[config.mk]
export PLATFORM = sky130hd
export DESIGN_NAME = path_canonicalizer_top
export DESIGN_NICKNAME = d
export VERILOG_FILES = /design/src/rtl/pcanon_pkg.sv /design/src/rtl/pcanon_ram.sv /design/src/rtl/path_canonicalizer_top.sv
export SDC_FILE = /design/constraint.sdc
export NUM_CORES = 2
export LEC_CHECK = 0
export BUFFER_PORTS_ARGS = -buffer_cell sky130_fd_sc_hd__buf_2
export CORE_UTILIZATION = 35
export DETAILED_ROUTE_END_ITERATION = 10
export GPL_ROUTABILITY_DRIVEN = 1
export MAX_ROUTING_LAYER = met4
export PLACE_DENSITY = 0.53
export SLEW_MARGIN = 20
export SYNTH_ARGS = -nofsm -noshare
export SYNTH_HDL_FRONTEND = slang
export SYNTH_SLANG_ARGS = --single-unit
export TNS_END_PERCENT = 1
[constraint.sdc]
create_clock -name i_clk -period 14.26 [get_ports i_clk]
set_clock_uncertainty 0.15 [all_clocks]
set_input_delay 0.713 -clock i_clk [delete_from_list [all_inputs] [get_ports i_clk]]
set_output_delay 0.713 -clock i_clk [all_outputs]
set_load 0.005 [all_outputs]
[src/rtl/pcanon_pkg.sv]
// Shared constants and types for the path canonicalizer.
// Holds buffer and stack sizes, derived widths, action and result codes.
// No dependencies.
package pcanon_pkg;

    localparam int MAX_PATH_LEN = 256;
    localparam int MAX_DEPTH    = 128;

    localparam int BUF_AW    = $clog2(MAX_PATH_LEN);
    localparam int LEN_W     = $clog2(MAX_PATH_LEN + 1);
    localparam int STK_AW    = $clog2(MAX_DEPTH);
    localparam int CNT_W     = $clog2(MAX_DEPTH + 1);
    localparam int ACTION_W  = 2;
    localparam int BYTE_W    = 8;
    localparam int RES_LEN_W = 9;

    typedef logic [ACTION_W-1:0] t_action;
    typedef logic [BYTE_W-1:0]   t_byte;

    localparam t_action ACT_BYTE  = 2'd0;
    localparam t_action ACT_END   = 2'd1;
    localparam t_action ACT_DRAIN = 2'd2;

    localparam t_byte CHAR_SLASH = 8'h2F;
    localparam t_byte CHAR_DOT   = 8'h2E;

    localparam logic KIND_SUMMARY = 1'b0;
    localparam logic KIND_BYTE    = 1'b1;

endpackage

[src/rtl/pcanon_ram.sv]
// Generic single-write, single-read synchronous RAM.
// Read data is registered and holds when no read is issued.
// No dependencies.
module pcanon_ram #(
    parameter int DATA_W = 8,
    parameter int ADDR_W = 8,
    parameter int DEPTH  = 256
) (
    input  logic              i_clk,
    input  logic              i_we,
    input  logic [ADDR_W-1:0] i_waddr,
    input  logic [DATA_W-1:0] i_wdata,
    input  logic              i_re,
    input  logic [ADDR_W-1:0] i_raddr,
    output logic [DATA_W-1:0] o_rdata
);

    logic [DATA_W-1:0] r_mem [DEPTH];
    logic [DATA_W-1:0] r_rdata;

    always_ff @(posedge i_clk) begin
        if (i_we) begin
            r_mem[i_waddr] <= i_wdata;
        end
    end

    always_ff @(posedge i_clk) begin
        if (i_re) begin
            r_rdata <= r_mem[i_raddr];
        end
    end

    assign o_rdata = r_rdata;

endmodule

[src/rtl/path_canonicalizer_top.sv]
// Path canonicalizer top level: control sequencer, output register, buffer and stack RAMs.
// Depends on pcanon_pkg (sizes, codes) and pcanon_ram (buffer and start stack storage).
//
// Streams a Unix path in one byte per word (action 0), closes it with an end word
// (action 1) that returns a summary word with the canonical length and an overflow
// flag, then returns the canonical bytes one per drain word (action 2), the final
// byte marked last; after that byte the block is clear for the next path. The
// canonical bytes live in a 256 x 8 buffer RAM and the start offsets of kept
// components in a 128-entry stack RAM, both with a registered read port. One word
// is taken at a time: the first byte of a component also passes through S_WR2,
// since the buffer's single write port must store the separating slash and then
// the byte; a slash that closes a ".." component with a non-empty stack passes
// through S_POP for the stack read; an end word goes through S_FIN (after S_POP_END
// on such a pop) to S_SUM, and a drain word through S_DRD to S_DOUT, as RAM reads
// are registered. Result words sit in an output register, so path bytes are still
// taken while a result waits downstream. Bytes that do not fit in the buffer, and
// components beyond the stack depth, are dropped and flagged in the summary.
module path_canonicalizer_top (
    input  logic                           i_clk,
    input  logic                           i_rst_n,
    input  logic                           i_in_valid,
    output logic                           o_in_ready,
    input  pcanon_pkg::t_action            i_action,
    input  pcanon_pkg::t_byte              i_path_byte,
    output logic                           o_out_valid,
    input  logic                           i_out_ready,
    output logic                           o_kind,
    output pcanon_pkg::t_byte              o_out_byte,
    output logic                           o_is_last,
    output logic [pcanon_pkg::RES_LEN_W-1:0] o_result_length,
    output logic                           o_overflowed
);

    localparam int LEN_W  = pcanon_pkg::LEN_W;
    localparam int BUF_AW = pcanon_pkg::BUF_AW;
    localparam int STK_AW = pcanon_pkg::STK_AW;
    localparam int CNT_W  = pcanon_pkg::CNT_W;

    // sequencer states
    localparam logic [2:0] S_IDLE    = 3'd0;  // take a word
    localparam logic [2:0] S_WR2     = 3'd1;  // store first byte after the slash
    localparam logic [2:0] S_POP     = 3'd2;  // stack read back, ".." on a slash
    localparam logic [2:0] S_POP_END = 3'd3;  // stack read back, ".." at end of path
    localparam logic [2:0] S_FIN     = 3'd4;  // empty path becomes "/", start draining
    localparam logic [2:0] S_SUM     = 3'd5;  // hand summary to output register
    localparam logic [2:0] S_DRD     = 3'd6;  // buffer read in flight
    localparam logic [2:0] S_DOUT    = 3'd7;  // hand drained byte to output register

    logic [2:0]        r_state, n_state;
    logic [LEN_W-1:0]  r_out_len, n_out_len;
    logic [CNT_W-1:0]  r_cnt, n_cnt;
    logic [BUF_AW-1:0] r_comp_start, n_comp_start;
    logic [1:0]        r_comp_len, n_comp_len;    // saturates at 3
    logic              r_all_dots, n_all_dots;
    logic              r_ovf, n_ovf;
    logic [LEN_W-1:0]  r_drain_pos, n_drain_pos;
    logic              r_draining, n_draining;
    pcanon_pkg::t_byte r_byte, n_byte;

    // output register
    logic                             r_out_valid;
    logic                             r_kind, n_kind;
    pcanon_pkg::t_byte                r_obyte, n_obyte;
    logic                             r_last, n_last;
    logic [pcanon_pkg::RES_LEN_W-1:0] r_res_len, n_res_len;
    logic                             r_res_ovf, n_res_ovf;
    logic                             ld_out;
    logic                             out_free;

    // memory ports
    logic              buf_we, buf_re;
    logic [BUF_AW-1:0] buf_waddr, buf_raddr;
    pcanon_pkg::t_byte buf_wdata, buf_rdata;
    logic              stk_we, stk_re;
    logic [STK_AW-1:0] stk_waddr, stk_raddr;
    logic [BUF_AW-1:0] stk_rdata;

    logic              do_close, close_end, do_clear;
    logic [LEN_W:0]    len_plus2;
    logic [LEN_W:0]    pos_plus1;
    logic [CNT_W-1:0]  cnt_m1;
    logic              is_last;

    assign o_in_ready = (r_state == S_IDLE);
    assign out_free   = !r_out_valid || i_out_ready;
    assign len_plus2  = {1'b0, r_out_len} + (LEN_W + 1)'(2);
    assign pos_plus1  = {1'b0, r_drain_pos} + (LEN_W + 1)'(1);
    assign cnt_m1     = r_cnt - CNT_W'(1);
    assign is_last    = (pos_plus1 == {1'b0, r_out_len});

    always_comb begin
        n_state      = r_state;
        n_out_len    = r_out_len;
        n_cnt        = r_cnt;
        n_comp_start = r_comp_start;
        n_comp_len   = r_comp_len;
        n_all_dots   = r_all_dots;
        n_ovf        = r_ovf;
        n_drain_pos  = r_drain_pos;
        n_draining   = r_draining;
        n_byte       = r_byte;
        buf_we       = 1'b0;
        buf_waddr    = r_out_len[BUF_AW-1:0];
        buf_wdata    = i_path_byte;
        buf_re       = 1'b0;
        buf_raddr    = r_drain_pos[BUF_AW-1:0];
        stk_we       = 1'b0;
        stk_waddr    = r_cnt[STK_AW-1:0];
        stk_re       = 1'b0;
        stk_raddr    = cnt_m1[STK_AW-1:0];
        ld_out       = 1'b0;
        n_kind       = pcanon_pkg::KIND_SUMMARY;
        n_obyte      = '0;
        n_last       = 1'b0;
        n_res_len    = '0;
        n_res_ovf    = 1'b0;
        do_close     = 1'b0;
        close_end    = 1'b0;
        do_clear     = 1'b0;

        unique case (r_state) inside
            S_IDLE: begin
                if (i_in_valid) begin
                    unique case (i_action)
                        pcanon_pkg::ACT_BYTE: begin
                            if (!r_draining) begin
                                if (i_path_byte == pcanon_pkg::CHAR_SLASH) begin
                                    do_close = 1'b1;
                                end else if (r_comp_len == 2'd0) begin
                                    // new component: slash now, byte next cycle
                                    if (len_plus2 <= (LEN_W + 1)'(pcanon_pkg::MAX_PATH_LEN)) begin
                                        buf_we       = 1'b1;
                                        buf_wdata    = pcanon_pkg::CHAR_SLASH;
                                        n_comp_start = r_out_len[BUF_AW-1:0];
                                        n_out_len    = len_plus2[LEN_W-1:0];
                                        n_comp_len   = 2'd1;
                                        n_all_dots   = (i_path_byte == pcanon_pkg::CHAR_DOT);
                                        n_byte       = i_path_byte;
                                        n_state      = S_WR2;
                                    end else begin
                                        n_ovf = 1'b1;
                                    end
                                end else if (r_out_len < LEN_W'(pcanon_pkg::MAX_PATH_LEN)) begin
                                    buf_we    = 1'b1;
                                    n_out_len = r_out_len + LEN_W'(1);
                                    if (r_comp_len != 2'd3) begin
                                        n_comp_len = r_comp_len + 2'd1;
                                    end
                                    if (i_path_byte != pcanon_pkg::CHAR_DOT) begin
                                        n_all_dots = 1'b0;
                                    end
                                end else begin
                                    n_ovf = 1'b1;
                                end
                            end
                        end
                        pcanon_pkg::ACT_END: begin
                            if (!r_draining) begin
                                do_close  = 1'b1;
                                close_end = 1'b1;
                                n_state   = S_FIN;
                            end
                        end
                        pcanon_pkg::ACT_DRAIN: begin
                            if (r_draining) begin
                                if (r_drain_pos >= r_out_len
                                    || r_drain_pos >= LEN_W'(pcanon_pkg::MAX_PATH_LEN)) begin
                                    do_clear = 1'b1;
                                end else begin
                                    buf_re  = 1'b1;
                                    n_state = S_DRD;
                                end
                            end
                        end
                        default: ;
                    endcase
                end
            end
            S_WR2: begin
                buf_we    = 1'b1;
                buf_waddr = BUF_AW'(r_out_len - LEN_W'(1));
                buf_wdata = r_byte;
                n_state   = S_IDLE;
            end
            S_POP, S_POP_END: begin
                n_out_len = LEN_W'(stk_rdata);
                n_cnt     = cnt_m1;
                n_state   = (r_state == S_POP_END) ? S_FIN : S_IDLE;
            end
            S_FIN: begin
                if (r_out_len == '0) begin
                    buf_we    = 1'b1;
                    buf_waddr = '0;
                    buf_wdata = pcanon_pkg::CHAR_SLASH;
                    n_out_len = LEN_W'(1);
                end
                n_draining  = 1'b1;
                n_drain_pos = '0;
                n_state     = S_SUM;
            end
            S_SUM: begin
                if (out_free) begin
                    ld_out    = 1'b1;
                    n_kind    = pcanon_pkg::KIND_SUMMARY;
                    n_res_len = pcanon_pkg::RES_LEN_W'(r_out_len);
                    n_res_ovf = r_ovf;
                    n_state   = S_IDLE;
                end
            end
            S_DRD: begin
                n_state = S_DOUT;
            end
            S_DOUT: begin
                if (out_free) begin
                    ld_out      = 1'b1;
                    n_kind      = pcanon_pkg::KIND_BYTE;
                    n_obyte     = buf_rdata;
                    n_last      = is_last;
                    n_drain_pos = pos_plus1[LEN_W-1:0];
                    do_clear    = is_last;
                    n_state     = S_IDLE;
                end
            end
            default: n_state = S_IDLE;
        endcase

        // close component: drop "." (and ".." at root), pop on "..", push the rest if room
        if (do_close && r_comp_len != 2'd0) begin
            if (r_all_dots && r_comp_len == 2'd1) begin
                n_out_len = LEN_W'(r_comp_start);
            end else if (r_all_dots && r_comp_len == 2'd2) begin
                if (r_cnt != '0) begin
                    stk_re  = 1'b1;
                    n_state = close_end ? S_POP_END : S_POP;
                end else begin
                    n_out_len = LEN_W'(r_comp_start);
                end
            end else if (r_cnt < CNT_W'(pcanon_pkg::MAX_DEPTH)) begin
                stk_we = 1'b1;
                n_cnt  = r_cnt + CNT_W'(1);
            end else begin
                n_out_len = LEN_W'(r_comp_start);
                n_ovf     = 1'b1;
            end
            n_comp_len = 2'd0;
            n_all_dots = 1'b1;
        end

        // path done: back to the empty state
        if (do_clear) begin
            n_out_len    = '0;
            n_cnt        = '0;
            n_comp_start = '0;
            n_comp_len   = 2'd0;
            n_all_dots   = 1'b1;
            n_ovf        = 1'b0;
            n_drain_pos  = '0;
            n_draining   = 1'b0;
        end
    end

    always_ff @(posedge i_clk) begin
        if (!i_rst_n) begin
            r_state      <= S_IDLE;
            r_out_len    <= '0;
            r_cnt        <= '0;
            r_comp_start <= '0;
            r_comp_len   <= 2'd0;
            r_all_dots   <= 1'b1;
            r_ovf        <= 1'b0;
            r_drain_pos  <= '0;
            r_draining   <= 1'b0;
            r_out_valid  <= 1'b0;
        end else begin
            r_state      <= n_state;
            r_out_len    <= n_out_len;
            r_cnt        <= n_cnt;
            r_comp_start <= n_comp_start;
            r_comp_len   <= n_comp_len;
            r_all_dots   <= n_all_dots;
            r_ovf        <= n_ovf;
            r_drain_pos  <= n_drain_pos;
            r_draining   <= n_draining;
            if (ld_out) begin
                r_out_valid <= 1'b1;
            end else if (i_out_ready) begin
                r_out_valid <= 1'b0;
            end
        end
    end

    // payload: no reset needed
    always_ff @(posedge i_clk) begin
        r_byte <= n_byte;
        if (ld_out) begin
            r_kind    <= n_kind;
            r_obyte   <= n_obyte;
            r_last    <= n_last;
            r_res_len <= n_res_len;
            r_res_ovf <= n_res_ovf;
        end
    end

    assign o_out_valid     = r_out_valid;
    assign o_kind          = r_kind;
    assign o_out_byte      = r_obyte;
    assign o_is_last       = r_last;
    assign o_result_length = r_res_len;
    assign o_overflowed    = r_res_ovf;

    pcanon_ram #(
        .DATA_W (pcanon_pkg::BYTE_W),
        .ADDR_W (BUF_AW),
        .DEPTH  (pcanon_pkg::MAX_PATH_LEN)
    ) u_buf_ram (
        .i_clk   (i_clk),
        .i_we    (buf_we),
        .i_waddr (buf_waddr),
        .i_wdata (buf_wdata),
        .i_re    (buf_re),
        .i_raddr (buf_raddr),
        .o_rdata (buf_rdata)
    );

    pcanon_ram #(
        .DATA_W (BUF_AW),
        .ADDR_W (STK_AW),
        .DEPTH  (pcanon_pkg::MAX_DEPTH)
    ) u_stk_ram (
        .i_clk   (i_clk),
        .i_we    (stk_we),
        .i_waddr (stk_waddr),
        .i_wdata (r_comp_start),
        .i_re    (stk_re),
        .i_raddr (stk_raddr),
        .o_rdata (stk_rdata)
    );

`ifndef SYNTHESIS
    a_stack_bound: assert property (@(posedge i_clk) disable iff (!i_rst_n)
        r_cnt <= CNT_W'(pcanon_pkg::MAX_DEPTH))
        else $error("stack count beyond depth");

    a_len_bound: assert property (@(posedge i_clk) disable iff (!i_rst_n)
        r_out_len <= LEN_W'(pcanon_pkg::MAX_PATH_LEN))
        else $error("buffer length beyond capacity");

    a_drain_pos: assert property (@(posedge i_clk) disable iff (!i_rst_n)
        r_draining |-> (r_drain_pos < r_out_len))
        else $error("drain position past end of path");

    a_wr2_comp: assert property (@(posedge i_clk) disable iff (!i_rst_n)
        (r_state == S_WR2) |-> (r_comp_len == 2'd1 && r_out_len >= LEN_W'(2)))
        else $error("second component write without an open component");

    a_sum_len: assert property (@(posedge i_clk) disable iff (!i_rst_n)
        (r_out_valid && r_kind == pcanon_pkg::KIND_SUMMARY) |-> (r_res_len != '0))
        else $error("summary reports an empty path");
`endif

endmodule
==> impl_metrics.py <==
metrics = {
    "worst_setup_path": {
        "crit_cells": 11,
        "crit_fanout": 78,
        "critical_path.most_common_cell": "buf_4",
        "cp.arrival_ns": 7.00,
        "worstPathCellList": "ha_1 -> nand2_1 -> nor3_1 -> nor2b_1 -> a21oi_2 -> o21ai_0 -> nand2b_1 -> a22o_4 -> buf_4 -> buf_4 -> buf_4",
        "r2r-end": "u_buf_ram.r_mem[154][7]",
        "crit_path_end": "u_buf_ram.r_mem[154][7]",
        "reg2reg_depth": 11,
        "critPathTopFamily": "buffers and inverters",
        "rr_startpoint": "r_out_len[1]",
        "rrSetupSlack_ns": 7.68,
        "cp-end-kind": "flop",
        "cp-start-kind": "flop",
        "crit_start": "r_out_len[1]",
        "crit_slowest_cell": "buf_4",
        "path_buf_inv": 3,
        "cpPeakStageDelay_ns": 0.87,
        "crit_type": "reg2reg",
        "worst_ep_required_time_ns": 14.68,
    },
    "drt": {
        "avgRoutedWirePerCell_um": 29.3,
        "via_per_inst": 5.46,
        "via_count": 60600,
        "drc": 0,
        "antenna_left": 0,
        "dr.pass1.iters": 8,
        "drt-initial-drc-count": 6305,
        "routed_wl_um": 326000,
    },
    "sta": {
        "hold_viol": 0,
        "slew_headroom_pct": 20.9,
        "min_period_over_period_pct": 46.1,
        "tightest_slew_ns": 1.19,
        "fmax_mhz": 152,
        "setup_viol": 0,
        "grt_setup_unrepaired": "no",
        "fin_tns_setup_ns": 0,
        "drv_slew": 0,
        "period_minus_slack_ns": 6.58,
    },
    "placement": {
        "dpl.hpwl_um": 192000,
        "placed_area_sq_um": 130000,
        "io_buffers": 35,
        "placed_cells": 10500,
        "gp_congestion": 0.856,
    },
    "pwr": {
        "power.total_mw": 20.1,
        "power_density_nw_per_um2": 142,
        "leakage_nw": 41.6,
        "peakVddDrop_uv": 103,
    },
    "logic_synthesis": {
        "synth_common_cells": "edfxtp_1 (3116), mux4_2 (797), nor2_1 (388)",
        "synth_flop_cell": "edfxtp_1",
        "syn_nets": 5971,
        "synth_area_leaders": "edfxtp_1 (76%), mux4_2 (15%), nor2_1 (1.2%), mux2i_1 (0.80%), o22ai_1 (0.78%)",
        "syn_inst": 5936,
        "synth_area_sq_um": 124000,
        "synth_cell_types": 84,
        "yosysTopAreaCell": "edfxtp_1",
        "netlist.area_leader.share_pct": 75.6,
        "yosysWarnings": 0,
        "ys_ff_latch": 3159,
        "synth.most_common_cell": "edfxtp_1",
        "async_flop_share_pct": 0,
        "synth.avg_cell_area_sq_um": 20.8,
        "yosysSeqAreaShare_pct": 76.3,
        "synth_edf_count": 3116,
    },
    "final_layout": {
        "seq_area_sq_um": 94500,
        "drive_above_1_share_pct": 26.0,
        "fin_area_sq_um": 141000,
        "nFillCells": 30800,
        "multi_input_area_sq_um": 28400,
        "layout-area-overhead-vs-synth_pct": 14.1,
        "final_nets": 6155,
        "instances_no_fill": 11100,
        "postLayoutCoreUtil_pct": 40.3,
    },
    "die": {
        "dieArea_sq_um": 356000,
        "die_h_um": 597,
        "num_rows": 217,
        "core_area_sq_um": 351000,
        "initial_core_util_pct": 35.3,
        "io_pins": 36,
        "die_w_um": 597,
    },
    "clock_tree": {
        "cts_htree_levels": 5,
        "clkSinkCount": 3159,
        "insertion_delay_ns": 0.94,
        "cts_tree": "built",
        "clk_pin_slew_ns": 0.06,
        "postCtsResizedCells": 0,
        "cts_buffer_depth": 4,
        "post_cts_buffers": 0,
        "root_buffer": "clkbuf_16",
        "cts_buffers": 339,
    },
    "min_path": {
        "hold_class": "in2reg",
    },
    "grt": {
        "grt_max_degree": 175,
        "grt_antenna_before_repair": 17,
        "grt_overflow": 0,
        "grt_pass1_wl_um": 466000,
        "grt_pass1_vias": 61900,
        "track_usage_pct": 18.6,
    },
    "flow_run": {
        "maxCapViolCount": 0,
    },
    "status": {
        "status": "complete, no violations",
    },
}
-- layer usage --
metal | global-route usage (%) | part of all wire (%)
met5 | - | 0
met4 | 4.60 | 2.6
met3 | 2.49 | 5.8
met2 | 30.0 | 49
met1 | 24.9 | 42
-- report_power, final --
group | internal, mW | total (mW) | switching, mW | leakage [nW]
clock network | 4.95 | 8.58 | 3.63 | 5.21
registers | 10.4 | 10.4 | 0.0194 | 28.7
logic | 0.303 | 1.13 | 0.824 | 7.69
-- state kept, by name, indices dropped and copies added (netlist names) --
register and count:
r_ovf 1, o_is_last 1, r_byte 8, o_overflowed 1
r_comp_len 2, o_out_valid 1, r_out_len 9, o_kind 1
o_out_byte 8, u_buf_ram.o_rdata 8, r_draining 1, u_stk_ram.r_mem 1024
r_cnt 8, r_state 3, u_stk_ram.o_rdata 8, o_result_length 9
r_drain_pos 9, u_buf_ram.r_mem 2048, r_all_dots 1, r_comp_start 8
-- final cells by class --
| type | count | share of cell area, % |
|---|---|---|
| Sequential cell | 3159 | 66.9 |
| Multi-Input combinational cell | 2381 | 20.1 |
| Clock buffer | 439 | 6.48 |
| Tap cell | 4708 | 4.17 |
| Clock inverter | 170 | 1.13 |
| Timing Repair Buffer | 206 | 1.11 |
| Inverter | 33 | 0.0877 |
| Antenna cell | 11 | 0.0195 |
-- logic make-up (layout without fill, tap and decap cells) --
kind of cell	Yosys count	after routing	synth area share [%]
AOI/OAI and AO/OA	541	541	3.03
xor gates and xnor gates	26	26	0.184
adders and majority gates	21	21	0.212
buffers and inverters	396	848	1.30
DFF	3159	3159	76.3
muxes	942	942	15.7
other	0	11	0
and+or+nand+nor	851	851	3.21
-- layout by cell type, fill, tap and decap left out, types with 20 or more instances in the layout --
master / netlist / layout
bufinv_16: 0 / 23
buf_2: 96 / 35
mux2i_1: 99 / 99
a21oi_1: 86 / 85
dfxtp_1: 43 / 29
nor3_1: 142 / 82
inv_1: 28 / 28
a22o_1: 25 / 22
a31oi_1: 28 / 28
mux2_2: 46 / 46
a22oi_1: 80 / 79
clkinv_2: 0 / 46
buf_4: 0 / 154
nand2b_1: 23 / 21
nand2_1: 97 / 93
clkinv_1: 5 / 76
a211oi_1: 28 / 28
nand3_1: 41 / 40
a211o_1: 23 / 22
edfxtp_1: 3116 / 3116
ha_1: 21 / 20
clkbuf_16: 0 / 349
nor3_2: 2 / 62
nor2_1: 388 / 384
o22ai_1: 155 / 154
clkbuf_1: 210 / 82
mux4_2: 797 / 797
o21ai_0: 37 / 36
-- through the flow --
stage	setup WS [ns]	hold slack, ns
detailed placement	7.56	0.364
CTS	7.58	0.107
global route	7.36	0.159
global placement	7.76	0.347
finish	7.68	0.166
floorplan	7.67	0.319
-- how the worst min path moves through the flow --
stage,cells after the start,startpoint,end
floorplan,2,r_all_dots,r_all_dots
global placement,2,r_draining,r_draining
detailed placement,2,r_draining,r_draining
CTS,4,i_action[0],r_state[0]
global route,4,i_action[0],r_state[0]
finish,4,i_action[0],r_state[0]
-- repair_timing --
item,4_1_cts,5_1_grt
hold buffers,9,0
hold endpoints to repair,10,0
setup endpoints to repair,0,0
-- worst min-delay path, stage by stage --
cell	delay [ns]
buf_2	0.12
nand3_1	0.07
o21ai_0	0.08
o21a_1	0.18
No activity file was read; power rests on OpenSTA's default activity.
